## config.mk

```make
export PLATFORM = sky130hd
export DESIGN_NAME = pid_heater_hold_controller
export DESIGN_NICKNAME = d
export VERILOG_FILES = /design/src/hdl/hphc_pkg.sv /design/src/hdl/hphc_cfg.sv /design/src/hdl/hphc_calc.sv /design/src/hdl/pid_heater_hold_controller.sv
export SDC_FILE = /design/constraint.sdc
export NUM_CORES = 2
export LEC_CHECK = 0
export BUFFER_PORTS_ARGS = -buffer_cell sky130_fd_sc_hd__buf_2
export CAP_MARGIN = 20
export CORE_ASPECT_RATIO = 1.2
export CORE_MARGIN = 4
export CORE_UTILIZATION = 55
export CTS_BUF_LIST = sky130_fd_sc_hd__clkbuf_4 sky130_fd_sc_hd__clkbuf_8
export CTS_CLUSTER_DIAMETER = 30
export DETAILED_ROUTE_END_ITERATION = 10
export PLACE_DENSITY = 0.71
export SYNTH_ARGS = -nofsm -noshare
export SYNTH_HDL_FRONTEND = slang
export SYNTH_SLANG_ARGS = --single-unit
```

## constraint.sdc

```tcl
create_clock -name clk -period 19.3 [get_ports clk]
set_clock_uncertainty 0.15 [all_clocks]
set_input_delay 0.965 -clock clk [delete_from_list [all_inputs] [get_ports clk]]
set_output_delay 0.965 -clock clk [all_outputs]
set_load 0.005 [all_outputs]
```

## src/hdl/hphc_pkg.sv

```systemverilog
package hphc_pkg;

    localparam int CFG_IDX_W  = 3;
    localparam int CFG_DATA_W = 24;

    typedef enum logic [CFG_IDX_W-1:0] {
        CFG_SETPOINT        = 3'd0,
        CFG_HOLD_TICKS      = 3'd1,
        CFG_GAIN_P          = 3'd2,
        CFG_GAIN_I          = 3'd3,
        CFG_GAIN_D          = 3'd4,
        CFG_MAX_TEMPERATURE = 3'd5
    } cfg_idx_t;

    localparam logic KIND_START = 1'b0;
    localparam logic KIND_TICK  = 1'b1;

    localparam logic signed [16:0] MAX_TEMP_RESET = 17'sd28160;
    localparam logic signed [30:0] INTEG_LIMIT    = 31'sd256000000;
    localparam logic signed [32:0] DRIVE_MAX      = 33'sd400;
    localparam logic signed [32:0] DRIVE_MIN      = -33'sd300;
    localparam logic signed [17:0] ERR_NEAR       = 18'sd256;
    localparam logic signed [17:0] ERR_COOL_OFF   = -18'sd1280;
    localparam logic signed [17:0] ERR_FAN        = -18'sd768;
    localparam logic signed [18:0] DERIV_SLOW     = 19'sd26;
    localparam logic signed [16:0] SP_BOOST       = 17'sd23040;
    localparam logic signed [9:0]  DRIVE_FULL     = 10'sd400;

    typedef struct packed {
        logic signed [16:0] setpoint;
        logic [23:0]        hold_ticks;
        logic [15:0]        gain_p;
        logic [15:0]        gain_i;
        logic [15:0]        gain_d;
        logic signed [16:0] max_temperature;
    } cfg_t;

    typedef struct packed {
        logic signed [29:0] integral_sum;
        logic signed [17:0] last_error;
        logic               reached;
        logic               done;
        logic [24:0]        hold_counter;
    } state_t;

    typedef struct packed {
        logic signed [9:0] drive;
        logic              fan_on;
        logic              at_temperature;
        logic              hold_finished;
    } result_t;

endpackage

```

## src/hdl/hphc_cfg.sv

```systemverilog
module hphc_cfg (
    input  logic                             clk,
    input  logic                             rst_n,
    input  logic                             cfg_valid,
    output logic                             cfg_ready,
    input  logic [hphc_pkg::CFG_IDX_W-1:0]   cfg_index,
    input  logic [hphc_pkg::CFG_DATA_W-1:0]  cfg_data,
    output hphc_pkg::cfg_t                   cfg
);
    import hphc_pkg::*;

    cfg_t cfg_reg;
    cfg_t cfg_next;

    assign cfg_ready = 1'b1;
    assign cfg = cfg_reg;

    always_comb
    begin
        cfg_next = cfg_reg;
        if (cfg_valid && cfg_ready)
        begin
            unique case (cfg_idx_t'(cfg_index))
                CFG_SETPOINT:        cfg_next.setpoint        = $signed(cfg_data[16:0]);
                CFG_HOLD_TICKS:      cfg_next.hold_ticks      = cfg_data[23:0];
                CFG_GAIN_P:          cfg_next.gain_p          = cfg_data[15:0];
                CFG_GAIN_I:          cfg_next.gain_i          = cfg_data[15:0];
                CFG_GAIN_D:          cfg_next.gain_d          = cfg_data[15:0];
                CFG_MAX_TEMPERATURE: cfg_next.max_temperature = $signed(cfg_data[16:0]);
                default:             cfg_next = cfg_reg;
            endcase
        end
    end

    always_ff @(posedge clk or negedge rst_n)
    begin
        if (!rst_n)
        begin
            cfg_reg <= '{setpoint:        '0,
                         hold_ticks:      '0,
                         gain_p:          '0,
                         gain_i:          '0,
                         gain_d:          '0,
                         max_temperature: MAX_TEMP_RESET};
        end
        else
        begin
            cfg_reg <= cfg_next;
        end
    end

endmodule

```

## src/hdl/hphc_calc.sv

```systemverilog
module hphc_calc (
    input  hphc_pkg::cfg_t     cfg,
    input  hphc_pkg::state_t   st,
    input  logic               kind,
    input  logic signed [16:0] temperature,
    output hphc_pkg::state_t   st_next,
    output hphc_pkg::result_t  res
);
    import hphc_pkg::*;

    logic signed [17:0] err;
    logic signed [18:0] deriv;
    logic signed [30:0] integ_raw;
    logic signed [29:0] integ;
    logic signed [34:0] prod_p;
    logic signed [46:0] prod_i;
    logic signed [35:0] prod_d;
    logic signed [48:0] sum;
    logic signed [48:0] sum_adj;
    logic signed [32:0] quot;
    logic signed [9:0]  drive_pid;
    logic               reached_n;
    logic [24:0]        counter_n;
    logic               done_n;

    assign err       = 18'(cfg.setpoint) - 18'(temperature);
    assign deriv     = 19'(err) - 19'(st.last_error);
    assign integ_raw = 31'(st.integral_sum) + 31'(err);

    always_comb
    begin
        if (integ_raw > INTEG_LIMIT)
            integ = 30'(INTEG_LIMIT);
        else if (integ_raw < -INTEG_LIMIT)
            integ = 30'(-INTEG_LIMIT);
        else
            integ = 30'(integ_raw);
    end

    assign prod_p  = $signed({1'b0, cfg.gain_p}) * err;
    assign prod_i  = $signed({1'b0, cfg.gain_i}) * integ;
    assign prod_d  = $signed({1'b0, cfg.gain_d}) * deriv;
    assign sum     = 49'(prod_p) + 49'(prod_i) + 49'(prod_d);
    // round toward zero
    assign sum_adj = sum + (sum[48] ? 49'sd65535 : 49'sd0);
    assign quot    = 33'(sum_adj >>> 16);

    always_comb
    begin
        if (quot > DRIVE_MAX)
            drive_pid = 10'(DRIVE_MAX);
        else if (quot < DRIVE_MIN)
            drive_pid = 10'(DRIVE_MIN);
        else
            drive_pid = 10'(quot);
        // overrides, last one wins
        if (temperature > cfg.max_temperature)
            drive_pid = '0;
        if (err < ERR_COOL_OFF && deriv < DERIV_SLOW)
            drive_pid = '0;
        if (cfg.setpoint > SP_BOOST && err > ERR_NEAR)
            drive_pid = DRIVE_FULL;
    end

    always_comb
    begin
        reached_n = st.reached;
        counter_n = st.hold_counter;
        if (!st.reached && err > -ERR_NEAR && err < ERR_NEAR)
        begin
            reached_n = 1'b1;
            counter_n = '0;
        end
        else if (st.reached && counter_n != '1)
        begin
            counter_n = counter_n + 25'd1;
        end
        done_n = reached_n && (counter_n > 25'(cfg.hold_ticks));
    end

    always_comb
    begin
        if (kind == KIND_START)
        begin
            st_next = '0;
            res     = '0;
        end
        else if (st.done)
        begin
            st_next                = st;
            res.drive              = '0;
            res.fan_on             = 1'b0;
            res.at_temperature     = st.reached;
            res.hold_finished      = 1'b1;
        end
        else
        begin
            st_next.integral_sum   = integ;
            st_next.last_error     = err;
            st_next.reached        = reached_n;
            st_next.done           = done_n;
            st_next.hold_counter   = counter_n;
            res.drive              = done_n ? 10'sd0 : drive_pid;
            res.fan_on             = !done_n && (err < ERR_FAN);
            res.at_temperature     = reached_n;
            res.hold_finished      = done_n;
        end
    end

endmodule

```

## src/hdl/pid_heater_hold_controller.sv

```systemverilog
// An accepted request waits in the input register until the result register can load its result.
// Throughput: one request per cycle while out_stall is low; the PID update is a single registered pass
// (input register, three multipliers and clamps, result register).
// Reset: asynchronous active low; clears run state, handshakes and config to defaults.
module pid_heater_hold_controller (
    input  logic                             clk,
    input  logic                             rst_n,
    input  logic                             in_valid,
    output logic                             in_stall,
    input  logic                             kind,
    input  logic signed [16:0]               temperature,
    output logic                             out_valid,
    input  logic                             out_stall,
    output logic signed [9:0]                drive,
    output logic                             fan_on,
    output logic                             at_temperature,
    output logic                             hold_finished,
    input  logic                             cfg_valid,
    output logic                             cfg_ready,
    input  logic [hphc_pkg::CFG_IDX_W-1:0]   cfg_index,
    input  logic [hphc_pkg::CFG_DATA_W-1:0]  cfg_data
);
    import hphc_pkg::*;

    cfg_t               cfg;
    state_t             st_reg;
    state_t             st_next;
    result_t            res;
    result_t            res_reg;
    logic               s1_valid_reg;
    logic               s1_valid_next;
    logic               s1_kind_reg;
    logic signed [16:0] s1_temp_reg;
    logic               out_valid_reg;
    logic               out_valid_next;
    logic               s2_load;
    logic               in_accept;

    hphc_cfg u_cfg (
        .clk       (clk),
        .rst_n     (rst_n),
        .cfg_valid (cfg_valid),
        .cfg_ready (cfg_ready),
        .cfg_index (cfg_index),
        .cfg_data  (cfg_data),
        .cfg       (cfg)
    );

    hphc_calc u_calc (
        .cfg         (cfg),
        .st          (st_reg),
        .kind        (s1_kind_reg),
        .temperature (s1_temp_reg),
        .st_next     (st_next),
        .res         (res)
    );

    assign s2_load   = s1_valid_reg && !(out_valid_reg && out_stall);
    assign in_stall  = s1_valid_reg && !s2_load;
    assign in_accept = in_valid && !in_stall;

    always_comb
    begin
        s1_valid_next  = s1_valid_reg;
        if (in_accept)
            s1_valid_next = 1'b1;
        else if (s2_load)
            s1_valid_next = 1'b0;
        out_valid_next = s2_load || (out_valid_reg && out_stall);
    end

    always_ff @(posedge clk or negedge rst_n)
    begin
        if (!rst_n)
        begin
            s1_valid_reg  <= 1'b0;
            out_valid_reg <= 1'b0;
            st_reg        <= '0;
        end
        else
        begin
            s1_valid_reg  <= s1_valid_next;
            out_valid_reg <= out_valid_next;
            if (s2_load)
                st_reg <= st_next;
        end
    end

    always_ff @(posedge clk)
    begin
        if (in_accept)
        begin
            s1_kind_reg <= kind;
            s1_temp_reg <= temperature;
        end
        if (s2_load)
            res_reg <= res;
    end

    assign out_valid      = out_valid_reg;
    assign drive          = res_reg.drive;
    assign fan_on         = res_reg.fan_on;
    assign at_temperature = res_reg.at_temperature;
    assign hold_finished  = res_reg.hold_finished;

`ifndef ASSERT_OFF
    a_finish_implies_reached: assert property (@(posedge clk) disable iff (!rst_n)
        out_valid && hold_finished |-> at_temperature)
        else $error("hold finished without reaching temperature");

    a_finish_quiet: assert property (@(posedge clk) disable iff (!rst_n)
        out_valid && hold_finished |-> drive == 10'sd0 && !fan_on)
        else $error("drive or fan active after hold finished");

    a_drive_range: assert property (@(posedge clk) disable iff (!rst_n)
        out_valid |-> drive >= 10'(DRIVE_MIN) && drive <= DRIVE_FULL)
        else $error("drive out of range");

    a_state_frozen_when_done: assert property (@(posedge clk) disable iff (!rst_n)
        s2_load && st_reg.done && s1_kind_reg == KIND_TICK |=> $stable(st_reg))
        else $error("run state changed after hold finished");
`endif

endmodule
```

==> results_dict.tcl <==
set metrics [dict create \
    postRouteAntennaNets 0 \
    antenna_found_initial 9 \
    detail_route.iter0.violations 2978 \
    areaGrowthSynthToFinish_pct 6.34 \
    largest_reg_flops 106 \
    drc 0 \
    worstSetupPathType "register to register" \
    placement.io_buffers 64 \
    yosysUniqueCellTypes 115 \
    synth_area_um2 58100 \
    clock-sinks 214 \
    nFillCells 9080 \
    cts_buffer_depth 3 \
    grt_pass1_wl_um 267000 \
    die-area_um2 111000 \
    via_per_inst 5.80 \
    rows 130 \
    synth_seq_area_share_pct 9.50 \
    numCtsBuffers 71 \
    grt_max_degree 150 \
    min_path_type "input port to async pin" \
    worstPathRequired_ns 19.55 \
    cp_max_fo 149 \
    setup_viol 0 \
    period_share_pct 94.4 \
    die_h_um 364 \
    grt_usage_pct 30.7 \
    worst_pin_slew_ns 1.15 \
    grt_pass1_vias 47672 \
    initial_core_util_pct 55.5 \
    wirelength_um 164000 \
    via_count 43888 \
    critPathArrivalTime_ns 18.48 \
    layout-drive-gt1-share_pct 8.13 \
    root_buffer "clkbuf_8" \
    drtPass1Iterations 7 \
    clkTransAtPathRegs_ns 0.06 \
    cts_tree "done" \
    setup-tns-final_ns 0 \
    slew_violations 0 \
    yosys.area.top_type "fa_1" \
    avgSynthCellArea_um2 9.45 \
    synthFlopType "dfrtp_1" \
    overflow 0 \
    max_cap_viol_count 0 \
    fmax_mhz 54.9 \
    netlist.area_leader.share_pct 44.2 \
    synth-edff-count 31 \
    crit_slowest_cell "or4_4" \
    async_reset_ff_share_pct 85.5 \
    wire_per_inst_um 21.7 \
    rsz0062_at_grt "false" \
    core_um2 105000 \
    synth-seq-cells 214 \
    final_common_cell "inv_1" \
    num-nets-final 7816 \
    startpoint_type "register" \
    r2r_slack_ns 1.07 \
    synth_area_leaders "fa_1, inv_1, ha_1" \
    die_w_um 305 \
    hpwl_um 139000 \
    cts_max_level 3 \
    clkLatencyLatePin_ns 0.68 \
    status "finished clean" \
    synthCells 6145 \
    period_minus_slack_ns 18.23 \
    cp-end-kind "register" \
    place_congestion 0.955 \
    max-slew-margin-rel_pct 23.2 \
    synth_warnings 0 \
    max_stage_delay_ns 0.59 \
    ios 66 \
    final_cell_mix "inv_1, fa_1, nand2_1" \
    hold_viol_final 0 \
    syn-num-nets 7844 \
]
## Yosys cell counts, drive strengths merged (7+ instances only)
cell type,instances
xnor2,73
a21o,54
nand4b,9
o21bai,10
o2111ai,13
or4,17
nand2,518
o21ai,177
and3,194
ha,368
a21oi,128
a211oi,27
o211a,8
or2,13
buf,56
o21a,71
dfrtp,178
clkbuf,243
xor2,51
a21boi,42
edfxtp,31
a31oi,30
nor2b,57
nor3,60
and2,278
mux2,85
a2111oi,10
fa,1281
nor2,130
nand3,164
a22o,57
nand4,32
mux2i,10
nand2b,24
and4,10
nor3b,10
o31ai,15
nor4,26
a221oi,7
inv,1414
or3,20
a311oi,7
o211ai,24
## metal layers
layer | GRT usage (%) | wire length (um) | vias to the layer above
li1 | - | - | 19104
met1 | 39.9 | 65200 | 22656
met2 | 50.6 | 78100 | 1702
met3 | 6.39 | 13100 | 416
met4 | 12.7 | 7640 | 10
met5 | 0 | 68 | -
## area by class of cell
| type | count | area, um^2 | area share [%] |
|---|---|---|---|
| timing repair buffer | 198 | 1390 | 2.24 |
| clock inverter | 29 | 339 | 0.549 |
| clock buffer | 99 | 1280 | 2.07 |
| sequential | 214 | 5520 | 8.93 |
| tap | 1386 | 1730 | 2.81 |
| multi-input combinational | 4218 | 46200 | 74.8 |
| antenna | 3 | 7.51 | 0.0122 |
| inverter | 1414 | 5310 | 8.60 |
## cell families after synthesis
group / synth area share (%)
buf+inv: 11.3
simple gates: 14.2
mux: 1.83
compound gates: 9.21
other cells: 0.00646
xor+xnor: 1.87
flops: 9.50
fa+ha+maj: 52.1
## per-stage QoR
stage | worst slack (ns) | hold slack, ns | area [um^2] | std cells | utilization (%)
2_1_floorplan | 2.95 | 0.300 | 58100 | 6145 | -
3_3_place_gp | 1.27 | 0.317 | 60100 | 7429 | 57.4
3_5_place_dp | 1.15 | 0.331 | 60100 | 7429 | 57.4
4_1_cts | 0.958 | 0.119 | 61700 | 7557 | 58.9
5_1_grt | 0.0822 | 0.150 | 61800 | 7559 | 59.0
6_report | 1.07 | 0.118 | 61800 | 7561 | 59.0
## path summary, 6_finish.rpt
check,endpoint,startpoint,cells after the start
max in group asynchronous,st_reg[56],rst_n,2
hold / removal,out_valid,rst_n,1
min in group clk,s1_temp_reg[4],temperature[4],1
setup / recovery,drive[4],u_cfg.cfg[89],65
hold reg to reg,st_reg[74],st_reg[74],2
setup reg to reg,drive[4],u_cfg.cfg[89],65
## worst max-delay path, delay by kind of cell, from the launching register on
kind	cells	cell delay, ns
buffers and inverters	11	1.58
flip-flops	1	0.38
XOR/XNOR	3	0.83
adder cells (fa/ha/maj)	14	6.25
multiplexers	1	0.12
AND/OR/NAND/NOR	12	2.88
AO/OA/AOI/OAI	24	5.71
## timing repair
item	CTS	global route
gates resized for setup	0	5
setup buffers	0	0
hold endpoints to repair	0	0
hold buffers	0	0
endpoints found under the setup margin	0	9
Power is not shown: default switching activity piles up to over one toggle a cycle in this logic, so the estimate is an artifact.
